`src/rtl/assert_macros.svh`:
```
// ---------------------------------------------------------------------------
// assert_macros.svh
// Short forms for the concurrent checks used in the RTL.
// ---------------------------------------------------------------------------
`ifndef ASSERT_MACROS_SVH
`define ASSERT_MACROS_SVH

// cond must hold at every edge out of reset
`define ASSERT_ALWAYS(label, clk, rst_n, cond) \
    label: assert property (@(posedge clk) disable iff (!rst_n) (cond)) \
        else $error("assertion failed");

// trig implies cond in the same cycle
`define ASSERT_IMPL(label, clk, rst_n, trig, cond) \
    label: assert property (@(posedge clk) disable iff (!rst_n) (trig) |-> (cond)) \
        else $error("assertion failed");

// trig implies cond in the next cycle
`define ASSERT_NEXT(label, clk, rst_n, trig, cond) \
    label: assert property (@(posedge clk) disable iff (!rst_n) (trig) |=> (cond)) \
        else $error("assertion failed");

`endif

```
`src/rtl/pnq_pkg.sv`:
```
// ---------------------------------------------------------------------------
// pnq_pkg
// Shared types, codes and helpers of the pixel normalize block.
// ---------------------------------------------------------------------------
package pnq_pkg;

    localparam int NUM_CH    = 3;
    localparam int CFG_IDX_W = 3;

    localparam logic [CFG_IDX_W-1:0] CFG_MEAN0  = 3'd0;
    localparam logic [CFG_IDX_W-1:0] CFG_MEAN1  = 3'd1;
    localparam logic [CFG_IDX_W-1:0] CFG_MEAN2  = 3'd2;
    localparam logic [CFG_IDX_W-1:0] CFG_SCALE0 = 3'd3;
    localparam logic [CFG_IDX_W-1:0] CFG_SCALE1 = 3'd4;
    localparam logic [CFG_IDX_W-1:0] CFG_SCALE2 = 3'd5;
    localparam logic [CFG_IDX_W-1:0] CFG_FORMAT = 3'd6;

    localparam logic [31:0] F32_ONE      = 32'h3F80_0000;
    localparam logic [31:0] F32_QNAN_DEF = 32'hFFC0_0000;
    localparam logic [31:0] F32_QUIET    = 32'h0040_0000;

    typedef enum logic [1:0] {
        FMT_FP32  = 2'd0,
        FMT_FP16  = 2'd1,
        FMT_INT8  = 2'd2,
        FMT_UINT8 = 2'd3
    } pnq_fmt_t;

    // per-stage load enables, front to back
    typedef struct packed {
        logic ld;
        logic align;
        logic norm;
        logic rnd;
        logic mul;
        logic mnorm;
        logic mrnd;
        logic enc;
    } pnq_adv_t;

    function automatic logic [4:0] lzc28(input logic [27:0] x);
        logic [4:0] n;
        n = 5'd28;
        for (int i = 0; i < 28; i++)
            if (x[i])
                n = 5'(27 - i);
        return n;
    endfunction

    function automatic logic [5:0] lzc48(input logic [47:0] x);
        logic [5:0] n;
        n = 6'd48;
        for (int i = 0; i < 48; i++)
            if (x[i])
                n = 6'(47 - i);
        return n;
    endfunction

endpackage

```
`src/rtl/pnq_encode.sv`:
```
// ---------------------------------------------------------------------------
// pnq_encode
// Output encoding of one channel: fp32, fp16, int8 or uint8. One stage.
// ---------------------------------------------------------------------------
module pnq_encode (
    input  logic               clk,
    input  pnq_pkg::pnq_adv_t  adv,
    input  pnq_pkg::pnq_fmt_t  fmt,
    input  logic [31:0]        r,
    output logic [31:0]        value
);
    import pnq_pkg::*;

    logic [7:0]        e8;
    logic [22:0]       man;
    logic signed [9:0] he;
    logic [4:0]        hsh;
    logic [23:0]       hm, hm_r;
    logic [15:0]       half;
    logic [23:0]       mr;
    logic              nan, neg, sat;
    logic [4:0]        ish;
    logic [8:0]        q, n;
    logic [7:0]        i8, u8;
    logic [31:0]       v_next, value_reg;

    always_comb
    begin
        e8  = r[30:23];
        man = r[22:0];
        neg = r[31];

        // fp16: half-ulp add then truncate
        he   = $signed({2'd0, e8}) - 10'sd112;
        hsh  = 5'(10'sd1 - he);
        hm   = {1'b1, man} >> hsh;
        hm_r = hm + 24'h00_1000;
        mr   = {1'b0, man} + 24'h00_1000;
        if (he <= 10'sd0)
        begin
            if (he < -10'sd10)
                half = {neg, 15'd0};
            else
                half = {neg, 4'd0, hm_r[23:13]};
        end
        else if (he >= 10'sd31)
            half = {neg, 15'h7C00};
        else
            half = {neg, {he[4:0], 10'd0} + {4'd0, mr[23:13]}};

        // integer: floor(2|r|) + 1 >> 1 rounds half away from zero
        nan = (e8 == 8'hFF) && (man != 23'd0);
        sat = e8 >= 8'd135;
        ish = 5'(8'd149 - e8);
        q   = 9'(({1'b1, man}) >> ish);
        n   = (e8 < 8'd126) ? 9'd0 : 9'(({1'b0, q} + 10'd1) >> 1);

        if (nan)
            i8 = 8'd0;
        else if (neg)
            i8 = (sat || n >= 9'd128) ? 8'h80 : 8'(-n);
        else
            i8 = (sat || n >= 9'd127) ? 8'h7F : n[7:0];

        if (nan || neg)
            u8 = 8'd0;
        else
            u8 = (sat || n >= 9'd255) ? 8'hFF : n[7:0];

        case (fmt)
            FMT_FP32: v_next = r;
            FMT_FP16: v_next = {16'd0, half};
            FMT_INT8: v_next = {24'd0, i8};
            default:  v_next = {24'd0, u8};
        endcase
    end

    always_ff @(posedge clk)
    begin
        if (adv.enc)
            value_reg <= v_next;
    end

    assign value = value_reg;

endmodule

```
`config.mk`:
```
export PLATFORM = sky130hd
export DESIGN_NAME = pnq_encode
export DESIGN_NICKNAME = d
export VERILOG_FILES = /design/src/rtl/assert_macros.svh /design/src/rtl/pnq_pkg.sv /design/src/rtl/pnq_encode.sv
export SDC_FILE = /design/constraint.sdc
export NUM_CORES = 1
export LEC_CHECK = 0
export BUFFER_PORTS_ARGS = -buffer_cell sky130_fd_sc_hd__buf_2
export CORE_MARGIN = 2
export CORE_UTILIZATION = 30
export DETAILED_ROUTE_END_ITERATION = 7
export PLACE_DENSITY = 0.45
export SYNTH_ARGS = -nofsm -noshare
export SYNTH_HDL_FRONTEND = slang
export SYNTH_SLANG_ARGS = --single-unit
```
`constraint.sdc`:
```
create_clock -name clk -period 5.39 [get_ports clk]
set_clock_uncertainty 0.15 [all_clocks]
set_input_delay 0.539 -clock clk [delete_from_list [all_inputs] [get_ports clk]]
set_output_delay 0.539 -clock clk [all_outputs]
set_load 0.03 [all_outputs]
```
==> results.md <==
* Critical path capture point type: register
* Clock sink total at 32
* Number of antenna violations at the first check in global routing at 0
* Sequential cell area fraction in the yosys report at 0.2130
* Slew Viols, Final at 0
* Area post-placement at between 4000 and 5000 um2
* Maximum clock frequency at 210.1 MHz
* Clock slew seen by the registers of the worst setup and hold paths at 0.05 ns
* Largest net degree at the start of global routing at 50
* Post-route fraction of the period consumed by the critical path at 0.8830
* Lkg Pwr at 1.913 nW
* Layout Area Growth over Synthesis at 12.40%
* Run status: complete, no violations
* Post-synthesis instance area at 4512 um2
* Via-to-Cell Ratio at just under 6
* I/O pin total at 75
* Final core utilization at 0.3476
* Crit path DAT at 4.74 ns
* Fraction of layout instances using a drive strength above 1 at 0.2089
* Cell count after placement at 760
* Most used DFF post-synth: sky130_fd_sc_hd__edfxtp_1
* Filler cell count at 1583
* Post-Syn Nets at 598
* Transition time of the tightest slew-check pin at around 0.7 ns
* Max-cap check violation count at 0
* Wirelength per Cell at 20.79 um
* Synth Warn # at 0
* Die Height at approximately 130 um
* Worst vdd rail ir drop at roughly 120 uV
* Min-Delay Path Class: primary input to register
* Worst Setup Start Kind: primary input
* Cell class contributing the biggest share of worst-path delay: compound AO/OA/AOI/OAI gates
* Cell with the largest stage delay on the worst path: sky130_fd_sc_hd__a221oi_1
* Clock buffer count from CTS at 5
* Flip-flop count of the largest register after layout at 32
* Multi-input gate area in the final layout at 3251 um2
* Via count of the first global-routing pass at 4349
* Number of hold violations in the final report at 0
* Aggregate global routing overflow at 0
* Number of violations reported at the end of detailed-routing iteration 0 at 368
* Setup TNS Final at 0 ns
* Post-Synthesis Cells at 542
* Data required, critical path at 5.37 ns
* Average cell area after synthesis at 8.324 um2
* Gp weighted congestion at 0.9279
* Die area at 16040 um2
* Worst hold path depth at 2
* Starting density of the core at 0.3093
* Total wirelength of the detailed-routed design at between 15 and 20 mm
* Clock tree from TritonCTS: yes
* Worst hold slack across all endpoints at between 0.4 and 0.5 ns
* Setup repair after global routing missed its margin: no
* Number of setup buffers added after CTS at 0
* Post-route cell area at 5071 um2
* Clock Path Buffers at 2
* Die X-Extent at 126.6 um
* Quantity of hold-fixing buffers added after cts at 0
* Biggest fanout along the worst timing path at 21
* Total global routing track utilization at 0.1934
* Cell count along the critical path at 14
* Leading cell type in the layout, fill and taps excluded: sky130_fd_sc_hd__buf_2
* Critical-path cell list: buf_2, inv_1, ha_1, buf_4, inv_1, mux2i_1, mux2i_1, a221oi_1, nor2_1, a211oi_1, o21ba_2, nand4b_1, a31oi_1, a211o_1
* Final net count at 639
* Antenna Diode Count at 0
* Shortest clock period the worst path allows after layout at 4.759 ns
* Final instance count without filler cells at 768
* Vias at 4531
* Global-route wire length before repair at 24.65 mm
* Number of standard-cell rows in the floorplan at 44
* WP buf/inv at 4
* DRC Markers at 0
* Pre-antenna DRT Iters at 5
* Worst max-slew margin expressed relative to the limit at 0.5352
* Storage cell area at 960.9 um2
* Power density of the placed cells at 216.7 nW/um2
* Clock tree root driver cell: sky130_fd_sc_hd__clkbuf_16
* Final HPWL DP at between 10 and 15 mm
* Setup Crit Path Kind: primary input to register
* Highest-count cells in the layout ignoring fill and taps: sky130_fd_sc_hd__buf_2 (67), sky130_fd_sc_hd__nand2_1 (48), sky130_fd_sc_hd__nor2_1 (43)
* Cells resized by post-CTS repair at 0
* Number of enable-type register cells in the synthesized netlist at 32
* Std-Cell Core Area at 14590 um2
* Antenna Nets Post-Route at 0
* #FFs+latches synth at 32
* Final setup violation count at 0
* Synth cell types at 78
* Post-synthesis async set-or-reset flop share at 0
* CTS H-tree depth at 2
* Port Buffer Count at 67
* Worst stage delay on the critical path at slightly below 0.6 ns
[Yosys cell counts (13+ instances only)]
master                      n  share of area
sky130_fd_sc_hd__a21oi_1   16          0.018
sky130_fd_sc_hd__and2_1    21          0.029
sky130_fd_sc_hd__clkbuf_1  18          0.015
sky130_fd_sc_hd__edfxtp_1  32           0.21
sky130_fd_sc_hd__ha_1      13          0.036
sky130_fd_sc_hd__inv_1     19          0.016
sky130_fd_sc_hd__mux2_2    20          0.050
sky130_fd_sc_hd__mux2i_1   20          0.044
sky130_fd_sc_hd__nand2_1   48          0.040
sky130_fd_sc_hd__nand3_1   19          0.021
sky130_fd_sc_hd__nor2_1    43          0.036
sky130_fd_sc_hd__nor3_1    16          0.018
sky130_fd_sc_hd__o21ai_0   22          0.024
sky130_fd_sc_hd__o22ai_1   13          0.018
sky130_fd_sc_hd__xnor2_1   19          0.037
[routing by layer]
| metal | wire, um | GRT usage | vias up |
|---|---|---|---|
| met4 | 481 | 0.07111 | 0 |
| li1 | - | - | 2152 |
| met2 | 6824 | 0.2944 | 190 |
| met5 | 0 | 0 | - |
| met3 | 888 | 0.01771 | 31 |
| met1 | 7771 | 0.2841 | 2158 |
[power breakdown]
part / total (mW) / internal, mW / switching, mW
clock network: 0.306 / 0.214 / 0.0921
logic: 0.488 / 0.175 / 0.313
registers: 0.305 / 0.300 / 0.00442
total: 1.10 / 0.689 / 0.410
[path summary, 6_finish.rpt]
kind	to	slack, ns	start
worst max-delay path	value[1]	0.63	r[25]
worst min-delay path	value[29]	0.43	r[29]
[kinds of logic (layout without fill, tap and decap cells)]
logic type                 after synthesis  after routing  synth area share
and+or+nand+nor                        214            214            0.2504
muxes                                   51             51            0.1425
adders and majority gates               13             13           0.03605
xor gates and xnor gates                31             31           0.06018
DFF                                     32             32            0.2130
AOI/OAI and AO/OA                      141            141            0.2313
buffers and inverters                   60            102           0.06655
[final cells by class]
class | count | share of cell area
Clock buffer | 5 | 0.02467
Sequential cell | 32 | 0.1895
Inverter | 19 | 0.01406
Tap cell | 184 | 0.04540
Timing Repair Buffer | 75 | 0.07797
Multi-Input combinational cell | 450 | 0.6410
Clock inverter | 3 | 0.007402
[per-stage QoR]
stage	power, mW	worst slack, ns
floorplan	0.6592	0.8711
global placement	0.7870	0.5106
detailed placement	0.7898	0.4350
CTS	1.101	0.7091
global route	1.156	0.2931
finish	1.099	0.6309
Note: power is estimated with default switching activity, not from simulation.
