$ cat src/rtl/assert_macros.svh
// ---------------------------------------------------------------------------
// assert_macros.svh
// Short forms for the concurrent checks used in the RTL.
// ---------------------------------------------------------------------------
`ifndef ASSERT_MACROS_SVH
`define ASSERT_MACROS_SVH

// cond must hold at every edge out of reset
`define ASSERT_ALWAYS(label, clk, rst_n, cond) \
    label: assert property (@(posedge clk) disable iff (!rst_n) (cond)) \
        else $error("assertion failed");

// trig implies cond in the same cycle
`define ASSERT_IMPL(label, clk, rst_n, trig, cond) \
    label: assert property (@(posedge clk) disable iff (!rst_n) (trig) |-> (cond)) \
        else $error("assertion failed");

// trig implies cond in the next cycle
`define ASSERT_NEXT(label, clk, rst_n, trig, cond) \
    label: assert property (@(posedge clk) disable iff (!rst_n) (trig) |=> (cond)) \
        else $error("assertion failed");

`endif

$ cat src/rtl/pnq_pkg.sv
// ---------------------------------------------------------------------------
// pnq_pkg
// Shared types, codes and helpers of the pixel normalize block.
// ---------------------------------------------------------------------------
package pnq_pkg;

    localparam int NUM_CH    = 3;
    localparam int CFG_IDX_W = 3;

    localparam logic [CFG_IDX_W-1:0] CFG_MEAN0  = 3'd0;
    localparam logic [CFG_IDX_W-1:0] CFG_MEAN1  = 3'd1;
    localparam logic [CFG_IDX_W-1:0] CFG_MEAN2  = 3'd2;
    localparam logic [CFG_IDX_W-1:0] CFG_SCALE0 = 3'd3;
    localparam logic [CFG_IDX_W-1:0] CFG_SCALE1 = 3'd4;
    localparam logic [CFG_IDX_W-1:0] CFG_SCALE2 = 3'd5;
    localparam logic [CFG_IDX_W-1:0] CFG_FORMAT = 3'd6;

    localparam logic [31:0] F32_ONE      = 32'h3F80_0000;
    localparam logic [31:0] F32_QNAN_DEF = 32'hFFC0_0000;
    localparam logic [31:0] F32_QUIET    = 32'h0040_0000;

    typedef enum logic [1:0] {
        FMT_FP32  = 2'd0,
        FMT_FP16  = 2'd1,
        FMT_INT8  = 2'd2,
        FMT_UINT8 = 2'd3
    } pnq_fmt_t;

    // per-stage load enables, front to back
    typedef struct packed {
        logic ld;
        logic align;
        logic norm;
        logic rnd;
        logic mul;
        logic mnorm;
        logic mrnd;
        logic enc;
    } pnq_adv_t;

    function automatic logic [4:0] lzc28(input logic [27:0] x);
        logic [4:0] n;
        n = 5'd28;
        for (int i = 0; i < 28; i++)
            if (x[i])
                n = 5'(27 - i);
        return n;
    endfunction

    function automatic logic [5:0] lzc48(input logic [47:0] x);
        logic [5:0] n;
        n = 6'd48;
        for (int i = 0; i < 48; i++)
            if (x[i])
                n = 6'(47 - i);
        return n;
    endfunction

endpackage

$ cat src/rtl/pnq_fmul.sv
// ---------------------------------------------------------------------------
// pnq_fmul
// float32 multiply, RNE with subnormals. Three stages.
// ---------------------------------------------------------------------------
module pnq_fmul (
    input  logic              clk,
    input  pnq_pkg::pnq_adv_t adv,
    input  logic [31:0]       a,
    input  logic [31:0]       b,
    output logic [31:0]       prod
);
    import pnq_pkg::*;

    // stage mul
    logic        a_nan, b_nan, a_inf, b_inf, a_zero, b_zero, sg;
    logic [23:0] ma, mb;
    logic [7:0]  ea, eb;
    logic        spec_next;
    logic [31:0] spec_val_next;

    logic [47:0]        p_reg;
    logic signed [10:0] esum_reg;
    logic               p_sign_reg, p_spec_reg;
    logic [31:0]        p_spec_val_reg;

    always_comb
    begin
        a_nan  = (a[30:23] == 8'hFF) && (a[22:0] != 23'd0);
        b_nan  = (b[30:23] == 8'hFF) && (b[22:0] != 23'd0);
        a_inf  = (a[30:23] == 8'hFF) && (a[22:0] == 23'd0);
        b_inf  = (b[30:23] == 8'hFF) && (b[22:0] == 23'd0);
        a_zero = a[30:0] == 31'd0;
        b_zero = b[30:0] == 31'd0;
        sg     = a[31] ^ b[31];
        ea     = (a[30:23] == 8'd0) ? 8'd1 : a[30:23];
        eb     = (b[30:23] == 8'd0) ? 8'd1 : b[30:23];
        ma     = {|a[30:23], a[22:0]};
        mb     = {|b[30:23], b[22:0]};
        spec_next = a_nan | b_nan | a_inf | b_inf | a_zero | b_zero;
        if (a_nan)
            spec_val_next = a | F32_QUIET;
        else if (b_nan)
            spec_val_next = b | F32_QUIET;
        else if ((a_inf & b_zero) | (a_zero & b_inf))
            spec_val_next = F32_QNAN_DEF;
        else if (a_inf | b_inf)
            spec_val_next = {sg, 8'hFF, 23'd0};
        else
            spec_val_next = {sg, 31'd0};
    end

    always_ff @(posedge clk)
    begin
        if (adv.mul)
        begin
            p_reg          <= ma * mb;
            esum_reg       <= $signed({3'd0, ea}) + $signed({3'd0, eb}) - 11'sd126;
            p_sign_reg     <= sg;
            p_spec_reg     <= spec_next;
            p_spec_val_reg <= spec_val_next;
        end
    end

    // stage mnorm: leading one to bit 47
    logic [5:0]         lz;
    logic [47:0]        n_reg;
    logic signed [10:0] e_reg;
    logic               n_sign_reg, n_spec_reg;
    logic [31:0]        n_spec_val_reg;

    assign lz = lzc48(p_reg);

    always_ff @(posedge clk)
    begin
        if (adv.mnorm)
        begin
            n_reg          <= p_reg << lz;
            e_reg          <= esum_reg - $signed({5'd0, lz});
            n_sign_reg     <= p_sign_reg;
            n_spec_reg     <= p_spec_reg;
            n_spec_val_reg <= p_spec_val_reg;
        end
    end

    // stage mrnd: denormalize if needed, round
    logic signed [10:0] rsh;
    logic [47:0]        shd;
    logic               st_x, inc;
    logic [7:0]         ex;
    logic [31:0]        r_next, prod_reg;

    always_comb
    begin
        rsh  = 11'sd1 - e_reg;
        shd  = n_reg;
        st_x = 1'b0;
        ex   = e_reg[7:0];
        if (e_reg <= 11'sd0)
        begin
            ex = 8'd0;
            if (rsh >= 11'sd48)
            begin
                shd  = 48'd0;
                st_x = |n_reg;
            end
            else
            begin
                shd  = n_reg >> rsh[5:0];
                st_x = |(n_reg & ~({48{1'b1}} << rsh[5:0]));
            end
        end
        inc = shd[23] & ((|shd[22:0]) | st_x | shd[24]);
        if (n_spec_reg)
            r_next = n_spec_val_reg;
        else if (e_reg >= 11'sd255)
            r_next = {n_sign_reg, 8'hFF, 23'd0};
        else
            r_next = {n_sign_reg, {ex, shd[46:24]} + {30'd0, inc}};
    end

    always_ff @(posedge clk)
    begin
        if (adv.mrnd)
            prod_reg <= r_next;
    end

    assign prod = prod_reg;

endmodule

$ cat config.mk
export PLATFORM = sky130hd
export DESIGN_NAME = pnq_fmul
export DESIGN_NICKNAME = d
export VERILOG_FILES = /design/src/rtl/assert_macros.svh /design/src/rtl/pnq_pkg.sv /design/src/rtl/pnq_fmul.sv
export SDC_FILE = /design/constraint.sdc
export NUM_CORES = 2
export LEC_CHECK = 0
export ABC_AREA = 0
export BUFFER_PORTS_ARGS = -buffer_cell sky130_fd_sc_hd__buf_2
export CORE_MARGIN = 4
export CORE_UTILIZATION = 35
export CTS_CLUSTER_SIZE = 16
export DETAILED_ROUTE_END_ITERATION = 10
export PLACE_DENSITY = 0.49
export SLEW_MARGIN = 25
export SYNTH_ARGS = -nofsm -noshare
export SYNTH_HDL_FRONTEND = slang
export SYNTH_SLANG_ARGS = --single-unit
$ cat constraint.sdc
create_clock -name clk -period 11.65 [get_ports clk]
set_input_delay 2.33 -clock clk [delete_from_list [all_inputs] [get_ports clk]]
set_output_delay 2.33 -clock clk [all_outputs]
set_load 0.02 [all_outputs]
==> impl_metrics.csv <==
group,metric,value,unit
outcome,status,"complete, no violations",
synthesis,ys.flop_type,"edfxtp_1",
global_route,grt_max_degree,62,
route,drt-initial-drc-count,2073,
synthesis,synth_most_common_cell,"inv_1",
cts,cts-root-buf,"clkbuf_16",
cts,numClockSinks,217,
global_route,antenna_found_initial,9,
setup_path,worstReg2RegEnd,"prod[24]$_DFFE_PP_",
cts,clk_pin_slew,0.06,ns
timing,clock_skew,0.0313,ns
floorplanning,core,98300,um2
cells_and_area,instances_no_fill,4904,
setup_path,r2r_cells,17,
synthesis,ys_ff_latch,217,
global_route,grt_usage,0.211,
timing,setup_ws,1.92,ns
synthesis,syn_inst,3666,
place,place.detailed.hpwl,82.9,mm
synthesis,ys_types,101,
setup_path,arrival,10.05,ns
synthesis,synth_seq_area_share,0.188,
global_route,grt-ovfl-total,0,
cts,cts_setup_buffers,0,
cells_and_area,final_area,36800,um2
synthesis,async_flop_share,0,
place,gp_congestion,0.888,
cts,cts_buffer_depth,3,
route,drt_wl_total,109,mm
synthesis,yosysTopAreaCell,"fa_1",
cts,ctsHoldBuffers,0,
global_route,grt_pass1_wl,168,mm
setup_path,worstPathCellList,"buf_2 -> nand2_1 -> fa_1 -> inv_1 -> fa_1 -> fa_1 -> fa_1 -> fa_1 -> inv_1 -> fa_1 -> inv_1 -> fa_1 -> ha_1 -> a21oi_1 -> nand4_1 -> a311oi_1 -> a21oi_1 -> nor3_1 -> o211ai_1 -> a31oi_1 -> o31ai_1 -> a21oi_1 -> o21ai_0 -> xnor2_1",
setup_path,setup.worst_path.class,"in -> reg",
cts,worstSkewPairLatency,0.57,ns
flow_run,cap_violations,0,
synthesis,synth_commonest_cells,"inv_1, nand2_1, fa_1",
cells_and_area,drive_above_1_share,0.0814,
floorplanning,rows,115,
floorplanning,die_x,323,um
route,vias_per_cell,5.42,
min_path,min_to,"n_spec_val_reg[0]$_DFFE_PP_",
place,place_area,35900,um2
synthesis,synth_edf_count,217,
setup_path,cp-start-kind,"input pin",
cts,postCtsResizedCells,0,
synthesis,netlist_area,34600,um2
timing,max_freq,103,MHz
setup_path,r2r_slack,5.41,ns
timing,hold_viol_final,0,
route,num_vias,26600,
setup_path,critPathMaxFanout,26,
cells_and_area,nets,4351,
route,drt_pass1_iterations,6,
setup_path,cp-end-kind,"flop",
timing,finalCritPeriodShare,0.835,
timing,rsz0062_at_grt,"false",
place,port_buffers,99,
place,place_ws,1.32,ns
floorplanning,ios,105,
min_path,hp-start,"p_spec_val_reg[0]$_DFFE_PP_",
cells_and_area,synthToLayoutAreaGrowth,6.16,%
timing,slew_violations,0,
synthesis,ys_warn_count,0,
cts,numCtsBuffers,26,
place,dp_cells,4852,
synthesis,mappedNetlistNets,4424,
timing,slew_headroom,0.404,
timing,fin_crit,9.73,ns
route,avgRoutedWirePerCell,22.3,um
cts,cts_tree,"yes",
setup_path,critPathMostFrequentCell,"fa_1",
synthesis,yosys-top-cells-area,"fa_1, edfxtp_1, ha_1, inv_1, nand2_1",
cts,htreeDepth,1,
setup_path,crit_path_top_delay_cell,"nor3_1",
floorplanning,die_h,323,um
timing,setup_viol,0,
min_path,hold_depth,0,
synthesis,yosysTopAreaCellShare,0.280,
timing,tightest_slew,0.894,ns
setup_path,required,11.97,ns
setup_path,reg2reg_from,"e_reg[1]$_DFFE_PP_",
synthesis,syn_avg_cell_area,9.45,um2
global_route,grt_pass1_vias,27400,
min_path,min_path_type,"reg -> reg",
timing,setup-tns-final,0,ns
setup_path,cpPeakStageDelay,0.64,ns
route,drc,0,
cells_and_area,n_fill_cell,9965,
floorplanning,die-area,104000,um2
floorplanning,start_util,0.352,
route,drtAntennaViolNets,0,
## critical path, delay by kind of cell
family                   cells  cell delay, ns
adder cells (fa/ha/maj)      8            3.88
XOR/XNOR                     1            0.14
AND/OR/NAND/NOR              3            0.95
buffers and inverters        4            0.78
AO/OA/AOI/OAI                8            1.97
## how the worst max path moves through the flow
stage	startpoint	end
3_3_place_gp	a[10]	p_reg[47]$_DFFE_PP_
3_5_place_dp	a[10]	p_reg[47]$_DFFE_PP_
6_report	a[10]	p_reg[47]$_DFFE_PP_
5_1_grt	a[10]	p_reg[47]$_DFFE_PP_
4_1_cts	a[10]	p_reg[47]$_DFFE_PP_
2_1_floorplan	b[3]	p_reg[47]$_DFFE_PP_
## stage by stage
stage / hold WS [ns] / util
floorplan: 0.400 / -
global placement: 0.401 / 0.365
detailed placement: 0.405 / 0.366
CTS: 0.416 / 0.374
global route: 0.423 / 0.374
finish: 0.414 / 0.374
## final cells by class
| cell class | instances | area, um2 | area share |
|---|---|---|---|
| Antenna cell | 4 | 10.0 | 0.000272 |
| Multi-Input combinational cell | 2653 | 24900 | 0.677 |
| Clock inverter | 14 | 140 | 0.00381 |
| Clock buffer | 34 | 681 | 0.0185 |
| Timing Repair Buffer | 148 | 876 | 0.0238 |
| Sequential cell | 217 | 6520 | 0.177 |
| Inverter | 547 | 2050 | 0.0559 |
| Tap cell | 1287 | 1610 | 0.0438 |
## cell usage in the layout (no fill, tap or decap), types with 26 or more instances in the layout
cell | synthesis | layout
a21oi_1 | 129 | 129
and2_1 | 232 | 232
nor4_1 | 45 | 45
nand2_1 | 512 | 512
buf_4 | 2 | 50
buf_2 | 25 | 97
ha_1 | 201 | 200
xnor2_1 | 58 | 58
inv_1 | 541 | 540
mux2i_1 | 149 | 149
nand3_1 | 54 | 54
mux4_2 | 38 | 38
a22o_1 | 36 | 36
nor2_1 | 131 | 130
edfxtp_1 | 217 | 217
clkbuf_16 | 0 | 26
xor2_1 | 27 | 27
fa_1 | 484 | 484
nor3_1 | 47 | 46
o21ai_0 | 94 | 94
mux2_2 | 33 | 33
## logic make-up after synthesis
logic type | Yosys count | share of synthesized area
compound gates | 514 | 0.101
xor+xnor | 85 | 0.0215
fa+ha+maj | 689 | 0.354
buf+inv | 796 | 0.0942
flops | 217 | 0.188
mux | 225 | 0.0823
simple gates | 1140 | 0.159
## layer usage
metal / share of wire / track usage / up-vias
li1: - / - / 12000
met1: 0.44 / 0.296 / 13500
met2: 0.46 / 0.341 / 876
met3: 0.075 / 0.0413 / 115
met4: 0.020 / 0.0407 / 2
met5: 0.00012 / 0 / -
Power is left out: the tool's default activity adds up to more than one toggle a clock period on the data nets, which glitch-free logic cannot reach.
