**config.mk**
```make
export PLATFORM = sky130hd
export DESIGN_NAME = pnq_fadd
export DESIGN_NICKNAME = d
export VERILOG_FILES = /design/src/rtl/assert_macros.svh /design/src/rtl/pnq_pkg.sv /design/src/rtl/pnq_fadd.sv
export SDC_FILE = /design/constraint.sdc
export NUM_CORES = 1
export LEC_CHECK = 0
export ABC_CLOCK_PERIOD_IN_PS = 7200
export BUFFER_PORTS_ARGS = -buffer_cell sky130_fd_sc_hd__buf_2
export CORE_MARGIN = 5
export CORE_UTILIZATION = 40
export CTS_CLUSTER_DIAMETER = 150
export DETAILED_ROUTE_END_ITERATION = 10
export SYNTH_ARGS = -nofsm -noshare
export SYNTH_HDL_FRONTEND = slang
export SYNTH_SLANG_ARGS = --single-unit
```
**constraint.sdc**
```tcl
create_clock -name clk -period 7.2 [get_ports clk]
set_input_delay 0.36 -clock clk [delete_from_list [all_inputs] [get_ports clk]]
set_output_delay 0.36 -clock clk [all_outputs]
set_load 0.1 [all_outputs]
```
**src/rtl/assert_macros.svh**
```systemverilog
// ---------------------------------------------------------------------------
// assert_macros.svh
// Short forms for the concurrent checks used in the RTL.
// ---------------------------------------------------------------------------
`ifndef ASSERT_MACROS_SVH
`define ASSERT_MACROS_SVH

// cond must hold at every edge out of reset
`define ASSERT_ALWAYS(label, clk, rst_n, cond) \
    label: assert property (@(posedge clk) disable iff (!rst_n) (cond)) \
        else $error("assertion failed");

// trig implies cond in the same cycle
`define ASSERT_IMPL(label, clk, rst_n, trig, cond) \
    label: assert property (@(posedge clk) disable iff (!rst_n) (trig) |-> (cond)) \
        else $error("assertion failed");

// trig implies cond in the next cycle
`define ASSERT_NEXT(label, clk, rst_n, trig, cond) \
    label: assert property (@(posedge clk) disable iff (!rst_n) (trig) |=> (cond)) \
        else $error("assertion failed");

`endif

```
**src/rtl/pnq_pkg.sv**
```systemverilog
// ---------------------------------------------------------------------------
// pnq_pkg
// Shared types, codes and helpers of the pixel normalize block.
// ---------------------------------------------------------------------------
package pnq_pkg;

    localparam int NUM_CH    = 3;
    localparam int CFG_IDX_W = 3;

    localparam logic [CFG_IDX_W-1:0] CFG_MEAN0  = 3'd0;
    localparam logic [CFG_IDX_W-1:0] CFG_MEAN1  = 3'd1;
    localparam logic [CFG_IDX_W-1:0] CFG_MEAN2  = 3'd2;
    localparam logic [CFG_IDX_W-1:0] CFG_SCALE0 = 3'd3;
    localparam logic [CFG_IDX_W-1:0] CFG_SCALE1 = 3'd4;
    localparam logic [CFG_IDX_W-1:0] CFG_SCALE2 = 3'd5;
    localparam logic [CFG_IDX_W-1:0] CFG_FORMAT = 3'd6;

    localparam logic [31:0] F32_ONE      = 32'h3F80_0000;
    localparam logic [31:0] F32_QNAN_DEF = 32'hFFC0_0000;
    localparam logic [31:0] F32_QUIET    = 32'h0040_0000;

    typedef enum logic [1:0] {
        FMT_FP32  = 2'd0,
        FMT_FP16  = 2'd1,
        FMT_INT8  = 2'd2,
        FMT_UINT8 = 2'd3
    } pnq_fmt_t;

    // per-stage load enables, front to back
    typedef struct packed {
        logic ld;
        logic align;
        logic norm;
        logic rnd;
        logic mul;
        logic mnorm;
        logic mrnd;
        logic enc;
    } pnq_adv_t;

    function automatic logic [4:0] lzc28(input logic [27:0] x);
        logic [4:0] n;
        n = 5'd28;
        for (int i = 0; i < 28; i++)
            if (x[i])
                n = 5'(27 - i);
        return n;
    endfunction

    function automatic logic [5:0] lzc48(input logic [47:0] x);
        logic [5:0] n;
        n = 6'd48;
        for (int i = 0; i < 48; i++)
            if (x[i])
                n = 6'(47 - i);
        return n;
    endfunction

endpackage

```
**src/rtl/pnq_fadd.sv**
```systemverilog
// ---------------------------------------------------------------------------
// pnq_fadd
// Sample to float, then sample - mean in float32, RNE. Four stages.
// ---------------------------------------------------------------------------
module pnq_fadd (
    input  logic              clk,
    input  pnq_pkg::pnq_adv_t adv,
    input  logic [7:0]        sample,
    input  logic [31:0]       mean,
    output logic [31:0]       diff
);
    import pnq_pkg::*;

    // stage ld
    logic [31:0] x_reg, y_reg;
    logic [3:0]  lz8;
    logic [7:0]  smp_sh;
    logic [31:0] x_next;

    always_comb
    begin
        lz8 = 4'd8;
        for (int i = 0; i < 8; i++)
            if (sample[i])
                lz8 = 4'(7 - i);
        smp_sh = sample << lz8[2:0];
        if (sample == 8'd0)
            x_next = 32'd0;
        else
            x_next = {1'b0, 8'd134 - {4'd0, lz8}, smp_sh[6:0], 16'd0};
    end

    always_ff @(posedge clk)
    begin
        if (adv.ld)
        begin
            x_reg <= x_next;
            y_reg <= mean ^ 32'h8000_0000;
        end
    end

    // stage align
    logic        x_big;
    logic [31:0] big, sml;
    logic [7:0]  e_b, e_s, dexp;
    logic [23:0] m_b, m_s;
    logic [26:0] ext_s, sh_s, al_next;
    logic        lost;
    logic        spec_next;
    logic [31:0] spec_val_next;

    logic [26:0] a_big_reg, a_small_reg;
    logic [7:0]  a_exp_reg;
    logic        a_sign_reg, a_sub_reg, a_spec_reg;
    logic [31:0] a_spec_val_reg;

    always_comb
    begin
        x_big = x_reg[30:0] >= y_reg[30:0];
        big   = x_big ? x_reg : y_reg;
        sml   = x_big ? y_reg : x_reg;
        e_b   = (big[30:23] == 8'd0) ? 8'd1 : big[30:23];
        e_s   = (sml[30:23] == 8'd0) ? 8'd1 : sml[30:23];
        m_b   = {|big[30:23], big[22:0]};
        m_s   = {|sml[30:23], sml[22:0]};
        dexp  = e_b - e_s;
        ext_s = {m_s, 3'b000};
        sh_s  = ext_s >> dexp[4:0];
        lost  = |(ext_s & ~({27{1'b1}} << dexp[4:0]));
        if (dexp >= 8'd27)
            al_next = {26'd0, |m_s};
        else
            al_next = {sh_s[26:1], sh_s[0] | lost};
        // mean NaN keeps its own sign; mean infinity gives the negated infinity
        spec_next = y_reg[30:23] == 8'hFF;
        if (y_reg[22:0] != 23'd0)
            spec_val_next = {~y_reg[31], y_reg[30:0]} | F32_QUIET;
        else
            spec_val_next = y_reg;
    end

    always_ff @(posedge clk)
    begin
        if (adv.align)
        begin
            a_big_reg      <= {m_b, 3'b000};
            a_small_reg    <= al_next;
            a_exp_reg      <= e_b;
            a_sign_reg     <= big[31];
            a_sub_reg      <= big[31] ^ sml[31];
            a_spec_reg     <= spec_next;
            a_spec_val_reg <= spec_val_next;
        end
    end

    // stage norm
    logic [27:0] sum;
    logic [4:0]  lz, sh;
    logic [7:0]  lim;
    logic [26:0] nm_next, nm_sh;
    logic [8:0]  ne_next;

    logic [26:0] n_mant_reg;
    logic [8:0]  n_exp_reg;
    logic        n_sign_reg, n_spec_reg;
    logic [31:0] n_spec_val_reg;

    always_comb
    begin
        if (a_sub_reg)
            sum = {1'b0, a_big_reg} - {1'b0, a_small_reg};
        else
            sum = {1'b0, a_big_reg} + {1'b0, a_small_reg};
        lz    = lzc28(sum) - 5'd1;
        lim   = a_exp_reg - 8'd1;
        sh    = ({3'd0, lz} > lim) ? lim[4:0] : lz;
        nm_sh = sum[26:0] << sh;
        if (sum[27])
        begin
            nm_next = {sum[27:2], sum[1] | sum[0]};
            ne_next = {1'b0, a_exp_reg} + 9'd1;
        end
        else
        begin
            nm_next = nm_sh;
            ne_next = nm_sh[26] ? ({1'b0, a_exp_reg} - {4'd0, sh}) : 9'd0;
        end
    end

    always_ff @(posedge clk)
    begin
        if (adv.norm)
        begin
            n_mant_reg     <= nm_next;
            n_exp_reg      <= ne_next;
            n_sign_reg     <= (sum == 28'd0) ? 1'b0 : a_sign_reg;
            n_spec_reg     <= a_spec_reg;
            n_spec_val_reg <= a_spec_val_reg;
        end
    end

    // stage rnd
    logic        inc;
    logic [31:0] d_next, diff_reg;

    always_comb
    begin
        inc = n_mant_reg[2] & (n_mant_reg[1] | n_mant_reg[0] | n_mant_reg[3]);
        if (n_spec_reg)
            d_next = n_spec_val_reg;
        else if (n_exp_reg >= 9'd255)
            d_next = {n_sign_reg, 8'hFF, 23'd0};
        else
            d_next = {n_sign_reg, {n_exp_reg[7:0], n_mant_reg[25:3]} + {30'd0, inc}};
    end

    always_ff @(posedge clk)
    begin
        if (adv.rnd)
            diff_reg <= d_next;
    end

    assign diff = diff_reg;

endmodule

```
==> flow_metrics.env, run 1 <==
export IMPL_status="finished, final reports clean"
export IMPL_finClkSkew_ns=0.0109
export IMPL_syn_to_final_growth_pct=26.2
export IMPL_avgSynthCellArea_um2=9.65
export IMPL_final_util_pct=50.7
export IMPL_top_usage_layer="met2"
export IMPL_maxSlewViolCount=0
export IMPL_hold_path_depth=2
export IMPL_hold_path_class="input port to register"
export IMPL_die_w_um=220
export IMPL_syn_area_um2=17700
export IMPL_r2r_slack_ns=0.04
export IMPL_worstPathMaxFanout=8
export IMPL_antenna_found_initial=1
export IMPL_final_nets=2268
export IMPL_drive_gt1_share_pct=26.2
export IMPL_power_leakage_nw=8.73
export IMPL_finalSetupViolCount=0
export IMPL_max_vdd_ir_drop_mv=0.225
export IMPL_path_class="register to register"
export IMPL_track_usage_pct=22.5
export IMPL_ys_ff_latch=241
export IMPL_ios=81
export IMPL_max_stage_delay_ns=0.46
export IMPL_dr_total_vias=15500
export IMPL_use_met1_pct=30.5
export IMPL_max_freq_ghz=0.140
export IMPL_core_um2=43900
export IMPL_portBuffers=76
export IMPL_ff2ff_path_depth=30
export IMPL_hold_start="mean[31]"
export IMPL_ys_warn_count=0
export IMPL_r2r_end="n_mant_reg[9]"
export IMPL_end_kind="register"
export IMPL_finalHoldViolations=0
export IMPL_period_needed_ns=7.16
export IMPL_multi_input_area_um2=10200
export IMPL_use_met2_pct=38.1
export IMPL_dp_hpwl_um=43300
export IMPL_rows=77
export IMPL_start_util_pct=40.2
export IMPL_drtIter0Drc=1243
export IMPL_p_per_area_nw_per_um2=395
export IMPL_worst_slew_pin_slew_ns=0.974
export IMPL_clk_path_buf_depth=3
export IMPL_cts_made_buffers=27
export IMPL_critical_path_slowest_cell="edfxtp_1"
export IMPL_grt_overflow=0
export IMPL_ctsHtreeMaxLevel=1
export IMPL_yosysSeqAreaShare_pct=41.0
export IMPL_clk_pin_slew_worst_paths_ns=0.06
export IMPL_wire_per_inst_um=20.4
export IMPL_ant_nets=0
export IMPL_crit_path_start_kind="register"
export IMPL_worstPathArrival_ns=7.52
export IMPL_viasPerCell=5.67
export IMPL_synth_edf_count=241
export IMPL_cts_tree="yes"
export IMPL_grt_pass1_vias=15200
export IMPL_gp_congestion=0.965
export IMPL_die_h_um=220
export IMPL_final_setup_tns_ns=0
export IMPL_synth_nets=1968
export IMPL_n_fill_cell=4098
export IMPL_critPathLaunch="a_big_reg[5]"
export IMPL_timing_rr_start="a_big_reg[5]"
export IMPL_cts_root_buf="clkbuf_16"
export IMPL_first_pass_iters=6
export IMPL_ff_latch_area_um2=7240
export IMPL_async_flop_share_pct=0
export IMPL_place_ws_ns=-0.116
export IMPL_ys_types=107
export IMPL_grt_max_degree=70
export IMPL_period_share_pct=99.5
export IMPL_drc=0
export IMPL_ys_flop_type="edfxtp_1"
export IMPL_grt_use_met3_pct=2.46
export IMPL_rsz0062_at_grt="yes"
export IMPL_setup_slack_ns=0.0353
export IMPL_wirelength_um=55800
export IMPL_clock_sinks=241
export IMPL_maxCapViolations=0
export IMPL_synthCells=1829
export IMPL_cp_data_required_time_ns=7.55
export IMPL_max_slew_margin_pct=35.1
export IMPL_n_antenna_cell=0
export IMPL_die_area_um2=48400
export IMPL_grt_first_pass_wirelength_um=86100
export IMPL_crit_end="n_mant_reg[9]"
export IMPL_clk_latency_ns=0.55
-- metrics by stage --
step                      hold slack, ns  cell area (µm²)  power [mW]  instances
final                             0.0509            22300        8.80       2741
after global placement             0.405            20300        6.93       2638
after detailed placement           0.405            20300        6.96       2638
after global routing              0.0360            22300        9.31       2741
after floorplan                    0.400            17700        5.04       1829
after CTS                         0.0244            21600        8.45       2719
-- metal layers --
layer	vias to the layer above	part of all wire, %
met3	114	4.4
met5	-	0
met1	7448	45
li1	7528	-
met4	0	3.7
met2	449	47
-- layout by cell type (no fill, tap or decap), drive strengths merged, types with 9 or more instances in the layout --
master	n
o211ai	20
nand2b	18
nand4	11
nor2b	29
mux2i	81
a31oi	17
or2	9
edfxtp	241
o311ai	12
o21a	17
o22ai	30
ha	87
and3	20
nor3	43
clkinv	10
o31ai	17
o221ai	12
dlygate4sd3	31
buf	339
or3	10
and2	33
a21o	20
mux2	33
a211oi	36
nor4	20
nand3	36
o21ai	105
xnor2	38
inv	102
nand2	148
a21oi	131
a221oi	11
a22oi	11
nor2	161
clkbuf	29
xor2	28
-- layout make-up --
class,count,area share (%)
flip-flops and latches,241,32.5
multi-input cells,1389,46.0
well taps,592,3.32
inverters,100,1.70
clock inverters,20,1.12
repair buffers,370,12.3
clock buffers,29,3.07
-- cell usage after synthesis (7+ instances only) --
cell	count	area (µm²)
nand3_1	36	180
o221ai_1	12	105
nor3_1	42	210
a22oi_1	11	82.6
and3_1	20	125
o21ai_1	15	75.1
o21a_1	17	128
a21o_1	20	150
nor2b_1	29	181
inv_1	97	364
nand4_1	11	68.8
o21ai_0	90	450
buf_1	7	26.3
a31oi_1	16	100
a221oi_1	9	78.8
clkbuf_1	74	278
o31a_1	7	61.3
nor2_1	159	597
buf_2	12	60.1
ha_1	87	1090
o211ai_1	19	143
nor4_1	19	119
mux2i_1	80	801
a311oi_1	7	61.3
a21oi_1	128	641
mux2_2	31	349
o31ai_1	17	128
and2_1	32	200
xnor2_1	35	307
o22ai_1	30	188
or4_1	8	60.1
or3_1	10	62.6
xor2_1	28	245
edfxtp_1	241	7240
a211oi_1	33	248
a32oi_1	8	70.1
nand2_1	148	556
or2_2	9	56.3
nand2b_1	18	113
-- logic make-up after synthesis --
kind of cell	after synthesis	synth area share [%]
AO/OA/AOI/OAI	535	21.0
XOR/XNOR	66	3.40
adder cells (fa/ha/maj)	90	6.51
buffers and inverters	199	4.53
flip-flops	241	41.0
multiplexers	118	7.27
AND/OR/NAND/NOR	580	16.3
-- worst max-delay path, delay by kind of cell, from the launching register on --
family	cells	cell delay, ns
compound gates	13	3.06
fa+ha+maj	3	0.77
buf+inv	4	0.38
flops	1	0.46
mux	4	1.14
simple gates	6	1.15
-- worst min-delay path by stage --
stage | end
global placement | n_spec_val_reg[25]
floorplan | n_spec_reg
finish | y_reg[31]
global route | y_reg[31]
detailed placement | n_spec_val_reg[26]
CTS | y_reg[31]
-- what timing repair did --
action / in CTS / in global routing
gates cloned: 0 / 0
endpoints found under the hold margin: 31 / 0
buffers inserted: 1 / 22
hold buffers: 31 / 0
pin swaps: 1 / 53
setup endpoints to repair: 14 / 35
gates resized for setup: 7 / 108
-- power by group --
| part | switching [mW] | total, mW | internal (mW) |
|---|---|---|---|
| clock network | 0.555 | 1.42 | 0.870 |
| logic | 3.09 | 5.39 | 2.30 |
| registers | 0.157 | 1.99 | 1.84 |
(Power assumes the default switching activity.)
==> run 2: changes to the inputs <==
--- a/config.mk
+++ b/config.mk
@@ -11,6 +11,8 @@
 export CORE_UTILIZATION = 40
 export CTS_CLUSTER_DIAMETER = 150
 export DETAILED_ROUTE_END_ITERATION = 10
+export GPL_TIMING_DRIVEN = 0
+export HOLD_SLACK_MARGIN = 0.12
 export SYNTH_ARGS = -nofsm -noshare
 export SYNTH_HDL_FRONTEND = slang
 export SYNTH_SLANG_ARGS = --single-unit
==> run 2 against run 1 <==
Effect of this change:
- the flow now finishes with violations (negative setup slack)
- die area unchanged
- critical path depth did not move
- sequential power hardly changed
- critical path type unchanged
- largest cell class unchanged
==> flow_metrics.env, run 2 (synthesized netlist as in run 1, its figures left out) <==
export IMPL_status="finished, violations left"
export IMPL_violations="negative setup slack"
export IMPL_wire_per_inst_um=22.3
export IMPL_core_um2=43900
export IMPL_portBuffers=75
export IMPL_gp_congestion=0.971
export IMPL_period_needed_ns=7.29
export IMPL_worstPathArrival_ns=7.56
export IMPL_die_area_um2=48400
export IMPL_clk_latency_ns=0.55
export IMPL_antenna_found_initial=0
export IMPL_final_common_cell="edfxtp_1"
export IMPL_cts_tree="yes"
export IMPL_wirelength_um=60600
export IMPL_max_stage_delay_ns=0.62
export IMPL_drive_gt1_share_pct=25.3
export IMPL_stdcell_count=2714
export IMPL_dp_hpwl_um=45200
export IMPL_critical_path_slowest_cell="edfxtp_1"
export IMPL_die_w_um=220
export IMPL_maxSlewViolCount=0
export IMPL_finClkSkew_ns=0.0204
export IMPL_grt_pass1_vias=15400
export IMPL_start_util_pct=40.2
export IMPL_worstPathMaxFanout=10
export IMPL_period_share_pct=101
export IMPL_ios=81
export IMPL_drc=0
export IMPL_final_cell_mix="edfxtp_1, nor2_1, nand2_1"
export IMPL_grt_max_degree=79
export IMPL_grt_first_pass_wirelength_um=90900
export IMPL_cts_root_buf="clkbuf_16"
export IMPL_grt_overflow=0
export IMPL_clk_path_buf_depth=3
export IMPL_clk_pin_slew_worst_paths_ns=0.06
export IMPL_ant_nets=0
export IMPL_clock_sinks=241
export IMPL_viasPerCell=5.85
export IMPL_cp_data_required_time_ns=7.46
export IMPL_max_vdd_ir_drop_mv=0.243
export IMPL_ctsHtreeMaxLevel=1
export IMPL_hold_path_class="input port to register"
export IMPL_worst_slew_pin_slew_ns=1.27
export IMPL_p_per_area_nw_per_um2=396
export IMPL_maxCapViolations=0
export IMPL_rsz0062_at_grt="yes"
export IMPL_final_nets=2240
export IMPL_path_delay_family="compound AO/OA/AOI/OAI gates"
export IMPL_final_util_pct=50.9
export IMPL_power_leakage_nw=8.50
export IMPL_end_kind="register"
export IMPL_finalSetupViolCount=6
export IMPL_syn_to_final_growth_pct=26.6
export IMPL_place_ws_ns=-1.82
export IMPL_max_freq_ghz=0.137
export IMPL_dr_total_vias=15900
export IMPL_final_setup_tns_ns=-0.312
export IMPL_crit_path_start_kind="register"
export IMPL_drtIter0Drc=1625
export IMPL_p_total_mw=8.84
export IMPL_setup_slack_ns=-0.0908
export IMPL_path_class="register to register"
export IMPL_placedCellCount=2497
export IMPL_track_usage_pct=24.1
export IMPL_finalHoldViolations=0
export IMPL_max_slew_margin_pct=14.6
export IMPL_die_h_um=220
export IMPL_cts_made_buffers=27
export IMPL_first_pass_iters=5
export IMPL_crit_buf_inv=7
export IMPL_rows=77
export IMPL_n_antenna_cell=0
run 2: metrics by stage:
stage / area (µm²) / hold slack (ns)
2_1_floorplan: 17700 / 0.400
3_3_place_gp: 18800 / 0.405
3_5_place_dp: 18800 / 0.405
4_1_cts: 21300 / 0.176
5_1_grt: 22400 / 0.190
6_report: 22400 / 0.200
run 2: layout make-up:
class	instances	area, µm²
fillers	4067	21600
multi-input cells	1390	10800
flip-flops and latches	241	7240
repair buffers	250	1840
well taps	592	741
clock buffers	30	687
plain buffers	91	505
inverters	100	382
clock inverters	20	148
run 2: per-layer routing:
layer  up-vias  wire length, µm  track usage [%]
met4         0             2180             7.72
met3       128             3370             2.95
met5         -                0                0
met1      7698            26000             32.3
met2       572            29000             40.9
li1       7470                -                -
run 2: worst register-to-register path, delay by kind of cell, from the launching register on:
family | cells | cell delay [ns]
compound gates | 12 | 2.25
mux | 2 | 0.38
fa+ha+maj | 3 | 0.78
buf+inv | 7 | 1.82
flops | 1 | 0.62
xor+xnor | 1 | 0.29
simple gates | 5 | 0.86
run 2: path summary, 6_finish.rpt:
check | from | end | slack [ns] | depth (start not counted)
max | a_sub_reg | n_exp_reg[6] | -0.09 | 30
min | sample[0] | x_reg[16] | 0.20 | 2
max reg2reg | a_sub_reg | n_exp_reg[6] | -0.09 | 30
min reg2reg | a_spec_val_reg[1] | n_spec_val_reg[1] | 0.42 | 0
run 2: power breakdown:
group | internal (mW) | switching, mW | total, mW
registers | 1.84 | 0.152 | 1.99
clock network | 0.730 | 0.550 | 1.28
logic | 2.20 | 3.38 | 5.57
run 2: repair_timing:
action,in CTS,in global routing
pin swaps,70,69
hold buffers,32,0
setup endpoints to repair,62,54
hold endpoints to repair,32,0
resized for setup,173,110
cloned,1,1
setup buffers,72,72
==> run 3: changes to the inputs <==
--- a/config.mk
+++ b/config.mk
@@ -5,9 +5,9 @@
 export SDC_FILE = /design/constraint.sdc
 export NUM_CORES = 1
 export LEC_CHECK = 0
-export ABC_CLOCK_PERIOD_IN_PS = 7200
+export ABC_CLOCK_PERIOD_IN_PS = 7610
 export BUFFER_PORTS_ARGS = -buffer_cell sky130_fd_sc_hd__buf_2
-export CORE_MARGIN = 5
+export CORE_MARGIN = 2
 export CORE_UTILIZATION = 40
 export CTS_CLUSTER_DIAMETER = 150
 export DETAILED_ROUTE_END_ITERATION = 10
==> constraint.sdc (replaced) <==
create_clock -name clk -period 7.61 [get_ports clk]
set_input_delay 0.3805 -clock clk [delete_from_list [all_inputs] [get_ports clk]]
set_output_delay 0.3805 -clock clk [all_outputs]
set_load 0.1 [all_outputs]
==> run 3 against run 2 <==
Effect of this change:
- the run now ends clean
- sequential cell count stayed put
- sequential share of layout area is 1.3 points higher
- non-clock buffer count is 60 lower
- total power is 11% lower
- register-to-register slack better by 0.10 ns
- first-iteration DRC count is 9.0% lower
==> flow_metrics.env, run 3 (synthesized netlist as in run 1, its figures left out) <==
export IMPL_status="finished, final reports clean"
export IMPL_ios=81
export IMPL_final_common_cell="edfxtp_1"
export IMPL_drive_gt1_share_pct=20.6
export IMPL_critical_path_slowest_cell="or4_1"
export IMPL_final_nets=2178
export IMPL_hold_path_class="input port to register"
export IMPL_final_setup_tns_ns=0
export IMPL_max_stage_delay_ns=0.52
export IMPL_grt_first_pass_wirelength_um=90000
export IMPL_grt_use_met3_pct=2.88
export IMPL_ant_nets=0
export IMPL_final_util_pct=49.5
export IMPL_drc=0
export IMPL_finalSetupViolCount=0
export IMPL_path_class="register to register"
export IMPL_r2r_slack_ns=0.01
export IMPL_maxSlewViolCount=0
export IMPL_cp_common_cell="o21a_1"
export IMPL_use_met1_pct=32.4
export IMPL_cts_made_buffers=26
export IMPL_worst_slew_pin_slew_ns=0.969
export IMPL_cts_root_buf="clkbuf_16"
export IMPL_grt_overflow=0
export IMPL_die_h_um=214
export IMPL_finClkSkew_ns=0.0209
export IMPL_max_slew_margin_pct=35.4
export IMPL_grt_max_degree=79
export IMPL_final_cell_mix="edfxtp_1, nor2_1, nand2_1"
export IMPL_dpl_cell_area_um2=18800
export IMPL_wirelength_um=59200
export IMPL_syn_to_final_growth_pct=21.7
export IMPL_rows=76
export IMPL_path_delay_family="compound AO/OA/AOI/OAI gates"
export IMPL_period_needed_ns=7.60
export IMPL_die_w_um=214
export IMPL_worstPathArrival_ns=7.92
export IMPL_n_antenna_cell=0
export IMPL_max_vdd_ir_drop_mv=0.212
export IMPL_ff2ff_path_depth=30
export IMPL_clk_latency_ns=0.55
export IMPL_antenna_found_initial=0
export IMPL_cp_data_required_time_ns=7.94
export IMPL_p_total_mw=7.91
export IMPL_first_pass_iters=6
export IMPL_max_freq_ghz=0.132
export IMPL_clk_path_buf_depth=3
export IMPL_worstSetupPathDepth=30
export IMPL_dr_total_vias=15700
export IMPL_top_usage_layer="met2"
export IMPL_clk_pin_slew_worst_paths_ns=0.06
export IMPL_maxCapViolations=0
export IMPL_start_util_pct=40.7
export IMPL_core_um2=43400
export IMPL_finalHoldViolations=0
export IMPL_dp_hpwl_um=45100
export IMPL_portBuffers=75
export IMPL_ctsHtreeMaxLevel=1
export IMPL_power_leakage_nw=8.14
export IMPL_rsz0062_at_grt="yes"
export IMPL_hold_path_depth=1
export IMPL_viasPerCell=5.96
export IMPL_grt_pass1_vias=15300
export IMPL_crit_path_start_kind="register"
export IMPL_gp_congestion=0.998
export IMPL_design_area_um2=21500
export IMPL_period_share_pct=99.8
export IMPL_die_area_um2=45800
export IMPL_clock_sinks=241
export IMPL_end_kind="register"
export IMPL_use_met2_pct=42.2
export IMPL_crit_buf_inv=4
export IMPL_wire_per_inst_um=22.4
export IMPL_fin_hold_ws_ns=0.226
export IMPL_worstPathMaxFanout=8
export IMPL_cts_tree="yes"
export IMPL_p_per_area_nw_per_um2=368
export IMPL_drtIter0Drc=1479
export IMPL_track_usage_pct=25.0
-- run 3: power breakdown --
group	switching, mW	internal (mW)
registers	0.163	1.74
clock network	0.508	0.760
logic	2.97	1.77
total	3.64	4.27
-- run 3: worst paths after layout --
kind,from,endpoint
worst min register to register,a_spec_val_reg[17],n_spec_val_reg[17]
worst min-delay path,adv[6],a_spec_val_reg[29]
worst max register to register,a_small_reg[4],n_mant_reg[21]
worst max-delay path,a_small_reg[4],n_mant_reg[21]
-- run 3: timing repair --
item,in CTS,in global routing
resized for setup,108,91
setup endpoints to repair,62,51
cloned,0,2
setup buffers,37,41
hold endpoints to repair,32,0
hold buffers,32,0
pin swaps,28,58
-- run 3: through the flow --
step / worst slack (ns) / cells
after global placement: -1.76 / 2489
after detailed placement: -1.81 / 2490
final: 0.0133 / 2642
after floorplan: 0.00461 / 1829
after global routing: -0.0741 / 2642
after CTS: 0.0127 / 2604
-- run 3: routing by layer --
layer,vias to the layer above,wire [µm]
li1,7343,-
met1,7602,24900
met2,628,28100
met3,162,3450
met4,0,2780
met5,-,0
-- run 3: layout make-up --
class / instances / area, µm²
multi-input cells: 1389 / 10400
flip-flops and latches: 241 / 7240
inverters: 100 / 378
fillers: 4100 / 21900
clock buffers: 28 / 658
well taps: 585 / 732
repair buffers: 187 / 1360
plain buffers: 94 / 498
clock inverters: 18 / 204
